==> src/oaws_pkg.sv <==
// ----------------------------------------------------------------------------
// oaws_pkg: shared definitions for the obstacle-avoid waypoint steering core
// Sizes, sector bounds, angle constants, register indexes and the CORDIC
// arctangent table.
// ----------------------------------------------------------------------------
package oaws_pkg;

    // Scan geometry and waypoint count
    localparam int BEAMS            = 180;
    localparam int GOALS            = 2;
    localparam int LEFT_SECTOR_END  = 60;
    localparam int FRONT_SECTOR_END = 120;

    localparam logic [7:0] BEAM_LIMIT = 8'(BEAMS);
    localparam logic [7:0] LEFT_END   = 8'(LEFT_SECTOR_END);
    localparam logic [7:0] FRONT_END  = 8'(FRONT_SECTOR_END);
    localparam logic [7:0] BEAM_SAT   = 8'hFF;

    // Angles in 1/4096 rad
    localparam int PI_Q      = 12868;
    localparam int HALF_PI_Q = 6434;

    // CORDIC datapath
    localparam int CORDIC_STEPS = 13;
    localparam int ITER_W       = $clog2(CORDIC_STEPS);
    localparam int CW           = 28;   // rotation x/y width
    localparam int ZW           = 15;   // angle accumulator width
    localparam int AW           = 13;   // table entry width

    // Configuration register width and indexes
    localparam int CFG_DW = 16;

    typedef enum logic [2:0] {
        CFG_OBSTACLE_THRESHOLD = 3'd0,
        CFG_ARRIVE_THRESHOLD   = 3'd1,
        CFG_HEADING_TOLERANCE  = 3'd2,
        CFG_FIRST_GOAL_X       = 3'd3,
        CFG_FIRST_GOAL_Y       = 3'd4,
        CFG_SECOND_GOAL_X      = 3'd5,
        CFG_SECOND_GOAL_Y      = 3'd6
    } cfg_index_t;

    // Reset values of the configuration registers
    localparam logic [15:0] RST_OBSTACLE_THRESHOLD = 16'd384;
    localparam logic [15:0] RST_ARRIVE_THRESHOLD   = 16'd128;
    localparam logic [13:0] RST_HEADING_TOLERANCE  = 14'd410;
    localparam logic [15:0] RST_FIRST_GOAL_X       = 16'd410;
    localparam logic [15:0] RST_FIRST_GOAL_Y       = 16'(-5120);
    localparam logic [15:0] RST_SECOND_GOAL_X      = 16'd410;
    localparam logic [15:0] RST_SECOND_GOAL_Y      = 16'(-512);

    // Turn rate codes, 0.5 rad/s units
    localparam logic signed [2:0] TURN_HARD_RIGHT = -3'sd2;
    localparam logic signed [2:0] TURN_RIGHT      = -3'sd1;
    localparam logic signed [2:0] TURN_NONE       = 3'sd0;
    localparam logic signed [2:0] TURN_LEFT       = 3'sd1;

    localparam logic SPEED_STOP    = 1'b0;
    localparam logic SPEED_FORWARD = 1'b1;

    localparam logic OP_SCAN = 1'b0;
    localparam logic OP_TICK = 1'b1;

    // atan(2^-i) in 1/4096 rad
    function automatic logic [AW-1:0] atan_lut(input logic [ITER_W-1:0] idx);
        logic [AW-1:0] val;
        case (idx)
            4'd0:    val = 13'd3217;
            4'd1:    val = 13'd1899;
            4'd2:    val = 13'd1003;
            4'd3:    val = 13'd509;
            4'd4:    val = 13'd256;
            4'd5:    val = 13'd128;
            4'd6:    val = 13'd64;
            4'd7:    val = 13'd32;
            4'd8:    val = 13'd16;
            4'd9:    val = 13'd8;
            4'd10:   val = 13'd4;
            4'd11:   val = 13'd2;
            4'd12:   val = 13'd1;
            default: val = 13'd0;
        endcase
        return val;
    endfunction

endpackage

==> src/obstacle_avoid_waypoint_steer_core.sv <==
// ----------------------------------------------------------------------------
// obstacle_avoid_waypoint_steer_core: laser obstacle avoidance and waypoint
// steering for a mobile robot, with an iterative CORDIC bearing unit.
// ----------------------------------------------------------------------------
// Usage:
//  Input channel (in_valid / in_stall) carries one transaction per scan sample
//  (opcode 0: range_sample, scan_last) or per control tick (opcode 1: pos_x,
//  pos_y, heading). Output channel (out_valid / out_stall) carries the steering
//  command: linear_speed, angular_rate, avoiding, goal_index.
//  A scan sample that is not the last of its scan is absorbed and produces
//  nothing. The last sample of a scan goes through the emit step into the
//  output register. A tick that is held (avoiding), arrives at the waypoint or
//  lies on the x axis passes the check and emit steps; any other tick runs 13
//  CORDIC rotations on one shared add/subtract/shift unit, then the resolve,
//  decide and emit steps. in_stall stays high while a transaction is in work,
//  so a steering tick holds off new input until its command reaches the
//  output register, while a scan sample that is not the last leaves it ready.
//  The output register parts the two channels: a scan sample that makes no
//  result is taken while a command still waits. A new command waits in the
//  emit step until the receiver takes the old one (out_stall low).
//  Reset (rst_n low) loads the default thresholds and waypoints, clears the
//  command, scan state and waypoint select, and drops out_valid.
//  Configuration writes (cfg_wr_en) take effect at once; issue them while idle.
// ----------------------------------------------------------------------------
module obstacle_avoid_waypoint_steer_core
    import oaws_pkg::*;
(
    input  logic                     clk,
    input  logic                     rst_n,

    // configuration write port
    input  logic                     cfg_wr_en,
    input  logic [2:0]               cfg_index,
    input  logic [CFG_DW-1:0]        cfg_data,

    // input channel
    input  logic                     in_valid,
    output logic                     in_stall,
    input  logic                     opcode,
    input  logic [15:0]              range_sample,
    input  logic                     scan_last,
    input  logic signed [15:0]       pos_x,
    input  logic signed [15:0]       pos_y,
    input  logic signed [14:0]       heading,

    // output channel
    output logic                     out_valid,
    input  logic                     out_stall,
    output logic                     linear_speed,
    output logic signed [2:0]        angular_rate,
    output logic                     avoiding,
    output logic                     goal_index
);

    typedef enum logic [2:0] {
        S_IDLE,
        S_CHECK,
        S_ROTATE,
        S_RESOLVE,
        S_DECIDE,
        S_EMIT
    } state_t;

    // ------------------------------------------------------------------------
    // Registers
    // ------------------------------------------------------------------------
    state_t                    state_reg,        state_next;

    logic [15:0]               obst_thr_reg,     obst_thr_next;
    logic [15:0]               arrive_thr_reg,   arrive_thr_next;
    logic [13:0]               head_tol_reg,     head_tol_next;
    logic [15:0]               goal0_x_reg,      goal0_x_next;
    logic [15:0]               goal0_y_reg,      goal0_y_next;
    logic [15:0]               goal1_x_reg,      goal1_x_next;
    logic [15:0]               goal1_y_reg,      goal1_y_next;

    logic                      speed_cmd_reg,    speed_cmd_next;
    logic signed [2:0]         turn_cmd_reg,     turn_cmd_next;
    logic                      avoid_flag_reg,   avoid_flag_next;
    logic                      scan_hit_reg,     scan_hit_next;
    logic [7:0]                beam_count_reg,   beam_count_next;
    logic                      goal_sel_reg,     goal_sel_next;

    // tick working registers
    logic signed [16:0]        dx_reg,           dx_next;
    logic signed [16:0]        dy_reg,           dy_next;
    logic signed [14:0]        hd_reg,           hd_next;
    logic signed [CW-1:0]      cx_reg,           cx_next;
    logic signed [CW-1:0]      cy_reg,           cy_next;
    logic signed [ZW-1:0]      cz_reg,           cz_next;
    logic [ITER_W-1:0]         iter_reg,         iter_next;
    logic signed [14:0]        bearing_reg,      bearing_next;

    // output register
    logic                      out_valid_reg,    out_valid_next;
    logic                      out_speed_reg,    out_speed_next;
    logic signed [2:0]         out_turn_reg,     out_turn_next;
    logic                      out_avoid_reg,    out_avoid_next;
    logic                      out_goal_reg,     out_goal_next;

    // ------------------------------------------------------------------------
    // Combinational helpers
    // ------------------------------------------------------------------------
    logic                      in_take;
    logic                      out_take;
    logic                      use_second;
    logic signed [15:0]        goal_x;
    logic signed [15:0]        goal_y;
    logic signed [16:0]        dx_abs17;
    logic signed [16:0]        dy_abs17;
    logic [15:0]               adx;
    logic [15:0]               ady;
    logic                      arrived;
    logic                      near;

    // shared rotation unit
    logic signed [CW-1:0]      x_shift;
    logic signed [CW-1:0]      y_shift;
    logic signed [ZW-1:0]      atan_step;
    logic                      rot_down;

    // bearing resolve
    logic [13:0]               ang_clamp;
    logic [13:0]               ang_quad;

    // heading error
    logic signed [15:0]        err;
    logic signed [15:0]        err_abs;

    assign in_take  = in_valid && !in_stall;
    assign out_take = out_valid_reg && !out_stall;
    assign in_stall = (state_reg != S_IDLE);

    assign use_second = (int'(goal_sel_reg) < GOALS) && goal_sel_reg;
    assign goal_x     = signed'(use_second ? goal1_x_reg : goal0_x_reg);
    assign goal_y     = signed'(use_second ? goal1_y_reg : goal0_y_reg);

    assign dx_abs17 = dx_reg[16] ? -dx_reg : dx_reg;
    assign dy_abs17 = dy_reg[16] ? -dy_reg : dy_reg;
    assign adx      = dx_abs17[15:0];
    assign ady      = dy_abs17[15:0];
    assign arrived  = (adx <= arrive_thr_reg) && (ady <= arrive_thr_reg);

    assign near = !scan_hit_reg && (beam_count_reg < BEAM_LIMIT)
                  && (range_sample < obst_thr_reg);

    assign x_shift   = cx_reg >>> iter_reg;
    assign y_shift   = cy_reg >>> iter_reg;
    assign atan_step = signed'({{(ZW-AW){1'b0}}, atan_lut(iter_reg)});
    assign rot_down  = (cy_reg > 0);

    assign err     = 16'(hd_reg) - 16'(bearing_reg);
    assign err_abs = err[15] ? -err : err;

    always_comb
    begin
        // clamp the first-quadrant angle to [0, pi/2]
        if (cz_reg < 0)
        begin
            ang_clamp = 14'd0;
        end
        else if (cz_reg > ZW'(HALF_PI_Q))
        begin
            ang_clamp = 14'(HALF_PI_Q);
        end
        else
        begin
            ang_clamp = cz_reg[13:0];
        end
        // mirror into the second quadrant when the goal lies behind
        ang_quad = dx_reg[16] ? (14'(PI_Q) - ang_clamp) : ang_clamp;
    end

    // ------------------------------------------------------------------------
    // Next-state logic
    // ------------------------------------------------------------------------
    always_comb
    begin
        state_next      = state_reg;
        obst_thr_next   = obst_thr_reg;
        arrive_thr_next = arrive_thr_reg;
        head_tol_next   = head_tol_reg;
        goal0_x_next    = goal0_x_reg;
        goal0_y_next    = goal0_y_reg;
        goal1_x_next    = goal1_x_reg;
        goal1_y_next    = goal1_y_reg;
        speed_cmd_next  = speed_cmd_reg;
        turn_cmd_next   = turn_cmd_reg;
        avoid_flag_next = avoid_flag_reg;
        scan_hit_next   = scan_hit_reg;
        beam_count_next = beam_count_reg;
        goal_sel_next   = goal_sel_reg;
        dx_next         = dx_reg;
        dy_next         = dy_reg;
        hd_next         = hd_reg;
        cx_next         = cx_reg;
        cy_next         = cy_reg;
        cz_next         = cz_reg;
        iter_next       = iter_reg;
        bearing_next    = bearing_reg;
        out_valid_next  = out_take ? 1'b0 : out_valid_reg;
        out_speed_next  = out_speed_reg;
        out_turn_next   = out_turn_reg;
        out_avoid_next  = out_avoid_reg;
        out_goal_next   = out_goal_reg;

        // configuration writes
        if (cfg_wr_en)
        begin
            case (cfg_index)
                CFG_OBSTACLE_THRESHOLD: obst_thr_next   = cfg_data;
                CFG_ARRIVE_THRESHOLD:   arrive_thr_next = cfg_data;
                CFG_HEADING_TOLERANCE:  head_tol_next   = cfg_data[13:0];
                CFG_FIRST_GOAL_X:       goal0_x_next    = cfg_data;
                CFG_FIRST_GOAL_Y:       goal0_y_next    = cfg_data;
                CFG_SECOND_GOAL_X:      goal1_x_next    = cfg_data;
                CFG_SECOND_GOAL_Y:      goal1_y_next    = cfg_data;
                default: ;
            endcase
        end

        case (state_reg)
            S_IDLE:
            begin
                if (in_take)
                begin
                    if (opcode == OP_SCAN)
                    begin
                        // first near beam picks the avoidance command by sector
                        if (near)
                        begin
                            scan_hit_next = 1'b1;
                            if (beam_count_reg < LEFT_END)
                            begin
                                speed_cmd_next = SPEED_FORWARD;
                                turn_cmd_next  = TURN_LEFT;
                            end
                            else if (beam_count_reg < FRONT_END)
                            begin
                                speed_cmd_next = SPEED_STOP;
                                turn_cmd_next  = TURN_HARD_RIGHT;
                            end
                            else
                            begin
                                speed_cmd_next = SPEED_FORWARD;
                                turn_cmd_next  = TURN_RIGHT;
                            end
                        end
                        if (beam_count_reg != BEAM_SAT)
                        begin
                            beam_count_next = beam_count_reg + 8'd1;
                        end
                        if (scan_last)
                        begin
                            avoid_flag_next = scan_hit_reg || near;
                            scan_hit_next   = 1'b0;
                            beam_count_next = 8'd0;
                            state_next      = S_EMIT;
                        end
                    end
                    else
                    begin
                        dx_next    = 17'(goal_x) - 17'(pos_x);
                        dy_next    = 17'(goal_y) - 17'(pos_y);
                        hd_next    = heading;
                        state_next = S_CHECK;
                    end
                end
            end

            S_CHECK:
            begin
                if (avoid_flag_reg)
                begin
                    // hold the avoidance command
                    state_next = S_EMIT;
                end
                else if (arrived)
                begin
                    speed_cmd_next = SPEED_STOP;
                    turn_cmd_next  = TURN_NONE;
                    if (int'(goal_sel_reg) + 1 >= GOALS)
                    begin
                        goal_sel_next = 1'b0;
                    end
                    else
                    begin
                        goal_sel_next = goal_sel_reg + 1'b1;
                    end
                    state_next = S_EMIT;
                end
                else if (dy_reg == 17'sd0)
                begin
                    state_next = S_EMIT;
                end
                else
                begin
                    cx_next    = signed'({{(CW-24){1'b0}}, adx, 8'd0});
                    cy_next    = signed'({{(CW-24){1'b0}}, ady, 8'd0});
                    cz_next    = '0;
                    iter_next  = '0;
                    state_next = S_ROTATE;
                end
            end

            S_ROTATE:
            begin
                if (rot_down)
                begin
                    cx_next = cx_reg + y_shift;
                    cy_next = cy_reg - x_shift;
                    cz_next = cz_reg + atan_step;
                end
                else
                begin
                    cx_next = cx_reg - y_shift;
                    cy_next = cy_reg + x_shift;
                    cz_next = cz_reg - atan_step;
                end
                iter_next = iter_reg + 1'b1;
                if (iter_reg == ITER_W'(CORDIC_STEPS - 1))
                begin
                    state_next = S_RESOLVE;
                end
            end

            S_RESOLVE:
            begin
                if (dy_reg > 0)
                begin
                    bearing_next = signed'({1'b0, ang_quad});
                end
                else
                begin
                    bearing_next = -signed'({1'b0, ang_quad});
                end
                state_next = S_DECIDE;
            end

            S_DECIDE:
            begin
                if (err_abs > signed'({2'b00, head_tol_reg}))
                begin
                    speed_cmd_next = SPEED_STOP;
                    turn_cmd_next  = (hd_reg <= bearing_reg) ? TURN_LEFT : TURN_RIGHT;
                end
                else
                begin
                    speed_cmd_next = SPEED_FORWARD;
                    turn_cmd_next  = TURN_NONE;
                end
                state_next = S_EMIT;
            end

            S_EMIT:
            begin
                // wait for the output register to free up
                if (!out_valid_reg || out_take)
                begin
                    out_valid_next = 1'b1;
                    out_speed_next = speed_cmd_reg;
                    out_turn_next  = turn_cmd_reg;
                    out_avoid_next = avoid_flag_reg;
                    out_goal_next  = goal_sel_reg;
                    state_next     = S_IDLE;
                end
            end

            default:
            begin
                state_next = S_IDLE;
            end
        endcase
    end

    // ------------------------------------------------------------------------
    // State and registered outputs
    // ------------------------------------------------------------------------
    always_ff @(posedge clk or negedge rst_n)
    begin
        if (!rst_n)
        begin
            state_reg      <= S_IDLE;
            obst_thr_reg   <= RST_OBSTACLE_THRESHOLD;
            arrive_thr_reg <= RST_ARRIVE_THRESHOLD;
            head_tol_reg   <= RST_HEADING_TOLERANCE;
            goal0_x_reg    <= RST_FIRST_GOAL_X;
            goal0_y_reg    <= RST_FIRST_GOAL_Y;
            goal1_x_reg    <= RST_SECOND_GOAL_X;
            goal1_y_reg    <= RST_SECOND_GOAL_Y;
            speed_cmd_reg  <= SPEED_STOP;
            turn_cmd_reg   <= TURN_NONE;
            avoid_flag_reg <= 1'b0;
            scan_hit_reg   <= 1'b0;
            beam_count_reg <= 8'd0;
            goal_sel_reg   <= 1'b0;
            out_valid_reg  <= 1'b0;
        end
        else
        begin
            state_reg      <= state_next;
            obst_thr_reg   <= obst_thr_next;
            arrive_thr_reg <= arrive_thr_next;
            head_tol_reg   <= head_tol_next;
            goal0_x_reg    <= goal0_x_next;
            goal0_y_reg    <= goal0_y_next;
            goal1_x_reg    <= goal1_x_next;
            goal1_y_reg    <= goal1_y_next;
            speed_cmd_reg  <= speed_cmd_next;
            turn_cmd_reg   <= turn_cmd_next;
            avoid_flag_reg <= avoid_flag_next;
            scan_hit_reg   <= scan_hit_next;
            beam_count_reg <= beam_count_next;
            goal_sel_reg   <= goal_sel_next;
            out_valid_reg  <= out_valid_next;
        end
    end

    // payload registers, no reset
    always_ff @(posedge clk)
    begin
        dx_reg        <= dx_next;
        dy_reg        <= dy_next;
        hd_reg        <= hd_next;
        cx_reg        <= cx_next;
        cy_reg        <= cy_next;
        cz_reg        <= cz_next;
        iter_reg      <= iter_next;
        bearing_reg   <= bearing_next;
        out_speed_reg <= out_speed_next;
        out_turn_reg  <= out_turn_next;
        out_avoid_reg <= out_avoid_next;
        out_goal_reg  <= out_goal_next;
    end

    assign out_valid    = out_valid_reg;
    assign linear_speed = out_speed_reg;
    assign angular_rate = out_turn_reg;
    assign avoiding     = out_avoid_reg;
    assign goal_index   = out_goal_reg;

endmodule

==> config.mk <==
export PLATFORM = sky130hd
export DESIGN_NAME = obstacle_avoid_waypoint_steer_core
export DESIGN_NICKNAME = d
export VERILOG_FILES = /design/src/oaws_pkg.sv /design/src/obstacle_avoid_waypoint_steer_core.sv
export SDC_FILE = /design/constraint.sdc
export NUM_CORES = 1
export LEC_CHECK = 0
export ABC_AREA = 1
export BUFFER_PORTS_ARGS = -buffer_cell sky130_fd_sc_hd__clkbuf_2
export CORE_MARGIN = 3
export CORE_UTILIZATION = 70
export CTS_BUF_LIST = sky130_fd_sc_hd__clkbuf_4
export CTS_CLUSTER_SIZE = 28
export DETAILED_ROUTE_END_ITERATION = 10
export PLACE_DENSITY = 0.89
export SETUP_SLACK_MARGIN = 0.1
export SYNTH_ARGS = -nofsm -noshare
export SYNTH_HDL_FRONTEND = slang
export SYNTH_SLANG_ARGS = --single-unit
==> constraint.sdc <==
create_clock -name clk -period 10.9 [get_ports clk]
set_input_delay 1.09 -clock clk [delete_from_list [all_inputs] [get_ports clk]]
set_output_delay 1.09 -clock clk [all_outputs]
set_load 0.03 [all_outputs]
==> summary.txt <==
Drt
  • Top sig layer: met4
  • Antenna viol nets, final: 0
  • DR WL met3: 4.99 mm
  • DRT Pass-1 Iters: 8
  • Routed length on met1: 27.1 mm
  • Vias/cell: 5.86
  • Drt total wl: 66.1 mm
  • DR vias: 23000
  • Met2 wire len: 30.8 mm
  • DR WL/cell: 16.9 µm
  • Iter 0 DRT Violations: 2084
  • # DRC: 0

Critical path
  • Crit-path most repeated cell: nand2_1
  • CP endpoint kind: register
  • WP data required: 11.42 ns
  • CP Launch Type: register
  • Slowest stage delay, CP: 0.65 ns
  • Top Family by Delay on Critical Path: compound AO/OA/AOI/OAI gates
  • Worst-path maximum fanout: 84
  • WP depth: 31
  • Critical path class: register to register
  • Reg2Reg Depth: 31
  • Worst path slowest cell: inv_1
  • Buffers and inverters on the worst path: 5
  • Crit path DAT: 6.51 ns

Cells and area
  • Sequential cell area: 0.00780 mm²
  • Nets: 3705
  • Layout fillers: 2487
  • Synthesis-to-layout area growth: 7.31%
  • Layout cells sized above 1: 9.78%
  • Multi-input logic area: 0.0139 mm²
  • Final Util: 77.2%

STA
  • Clock Skew: 0.0499 ns
  • Fin. max-slew vios: 0
  • Worst slew margin: 30.3%
  • RSZ-0062 raised after global routing: no
  • Hold Fails Final Rpt: 0
  • Final min period: 5.99 ns
  • Tcrit/Tclk final: 55.0%
  • Fmax: 167 MHz
  • Setup violators final: 0
  • Worst Tran Pin Value: 1.04 ns
  • TNS Setup: 0 ns

Outcome
  • Status: complete, no violations

Synthesis
  • Count of different cell masters after synthesis: 62
  • Seq/Total Area, Yosys: 32.8%
  • Async set-reset flop share out of synthesis: 45.1%
  • Synth Register Bits: 284
  • Top FF cell, synth: edfxtp_1
  • Largest cells by area after synthesis: edfxtp_1 (18%), nand2_1 (14%), dfrtp_1 (10%), ha_1 (10%), inv_1 (6.8%)
  • Syn. warnings: 0
  • EDFF count, synth: 144
  • Mapped Cells: 3320
  • Post-synthesis net count: 3609
  • Syn_area_per_cell: 7.16 µm²
  • Mapped Area: 0.0238 mm²
  • Area share of the largest cell type after synthesis: 18.2%
  • Synth area leader: edfxtp_1

Floorplan
  • Io pins: 97
  • Die X: 190 µm
  • Die Area: 0.0362 mm²
  • Initial Util: 72.0%
  • FP Rows: 66
  • Die H: 190 µm
  • Core Area: 0.0330 mm²

Hold path
  • Worst Hold Class: input pin to async pin

GRT
  • Vias in the first global route: 22300
  • GR Util All Layers: 35.9%
  • First-pass GRT wire length: 106 mm
  • Largest net degree at the start of global routing: 85
  • GRT overflow: 0
  • Initial antenna violation count: 2

Power and ir drop
  • IR drop worst, VDD: 0.204 mV
  • Pwr Density: 304 mW/mm²
  • P_leak: 0.0126 µW

Clocking
  • Clock insertion delay at the later pin of the skew report: 0.80 ns
  • Post_cts resized: 0
  • Root Driver: clkbuf_4
  • H-Tree Depth: 3
  • Clk slew on worst S/H paths: 0.07 ns
  • Total CTS buffers: 78
  • TritonCTS clock tree: yes
  • Sink Count: 284
  • Max clock buf depth: 3
  • Hold_buf cts: 0
  • Post-CTS setup buffer count: 0

Job
  • Max-Cap Viols: 0

Place
  • Placer Congestion: 0.989
  • HPWL after DPL: 49.5 mm
  • PortBufs: 96
## per-layer routing
metal	vias to the layer above	track usage, %
met2	1075	60.1
met5	-	0
met3	248	5.57
met1	10500	45.8
li1	11200	-
met4	0	17.5
## layout make-up
type / instances / area share, %
diodes: 3 / 0.0294
inverters: 437 / 6.43
well taps: 442 / 2.17
multi-input cells: 2502 / 54.3
clock inverters: 19 / 0.535
repair buffers: 113 / 2.39
flip-flops and latches: 284 / 30.6
clock buffers: 120 / 3.53
## synthesized netlist by cell type (57+ instances only)
cell type	number
o21ai_1	84
inv_1	430
nor2_1	235
xnor2_1	57
dfrtp_1	98
nand3_1	133
xor2_1	110
edfxtp_1	144
a21oi_1	205
nand2_1	917
o21ai_0	286
ha_1	194
## stage by stage
stage               hold slack (ns)  area, µm²  setup WS (ns)  instances  total power (µW)
floorplan                     0.425      23800           6.02       3320              5420
global placement              0.440      24500           5.47       3778              6350
detailed placement            0.432      24500           5.18       3778              6560
CTS                           0.342      25500           5.12       3917              7650
global route                  0.373      25500           4.27       3920              8410
finish                        0.379      25500           4.91       3920              7760
## final timing paths
kind,startpoint,end,slack (ns)
max in group asynchronous,rst_n,goal1_y_reg[6],9.14
worst min-delay path,rst_n,obst_thr_reg[10],0.38
min in group clk,speed_cmd_reg,linear_speed,0.46
worst max-delay path,iter_reg[0],cx_reg[27],4.91
worst min register to register,speed_cmd_reg,linear_speed,0.46
worst max register to register,iter_reg[0],cx_reg[27],4.91
## cells in the final DEF, fill, tap and decap left out, types with 5 or more instances in the layout
master	instances
o31ai_1	6
inv_1	428
a21oi_1	205
o21ai_1	84
buf_4	18
edfxtp_1	144
o211ai_1	9
nor4_1	12
a211oi_1	6
a21o_1	6
dfrtp_1	98
nand2_1	917
inv_2	6
nand4_1	41
a31oi_1	12
clkbuf_2	95
nand3_1	133
dfxtp_1	12
o21a_1	17
or2_2	10
o21bai_1	11
nor2_2	12
clkbuf_4	120
clkinv_1	16
ha_1	194
nor2_1	233
xor2_1	110
o21ai_0	286
nor3_1	39
mux2i_1	18
nand2_2	5
dfstp_2	30
a21boi_0	5
or2_1	5
xnor2_1	57
fa_1	6
o21ai_2	25
## power by group
group	internal [µW]	total (µW)	switching (µW)
Sequential	1530	1760	230
Clock	549	1040	492
Combinational	1710	4960	3250
## cells by family (layout without fill, tap and decap cells)
family	count (synthesis)	after routing	synth area share [%]
buffers and inverters	534	689	8.96
adders and majority gates	200	200	10.7
AOI/OAI and AO/OA	691	691	15.9
other	0	3	0
and+or+nand+nor	1426	1426	24.7
muxes	18	18	0.758
DFF	284	284	32.8
xor gates and xnor gates	167	167	6.15
No activity file was read; power rests on OpenSTA's default activity.
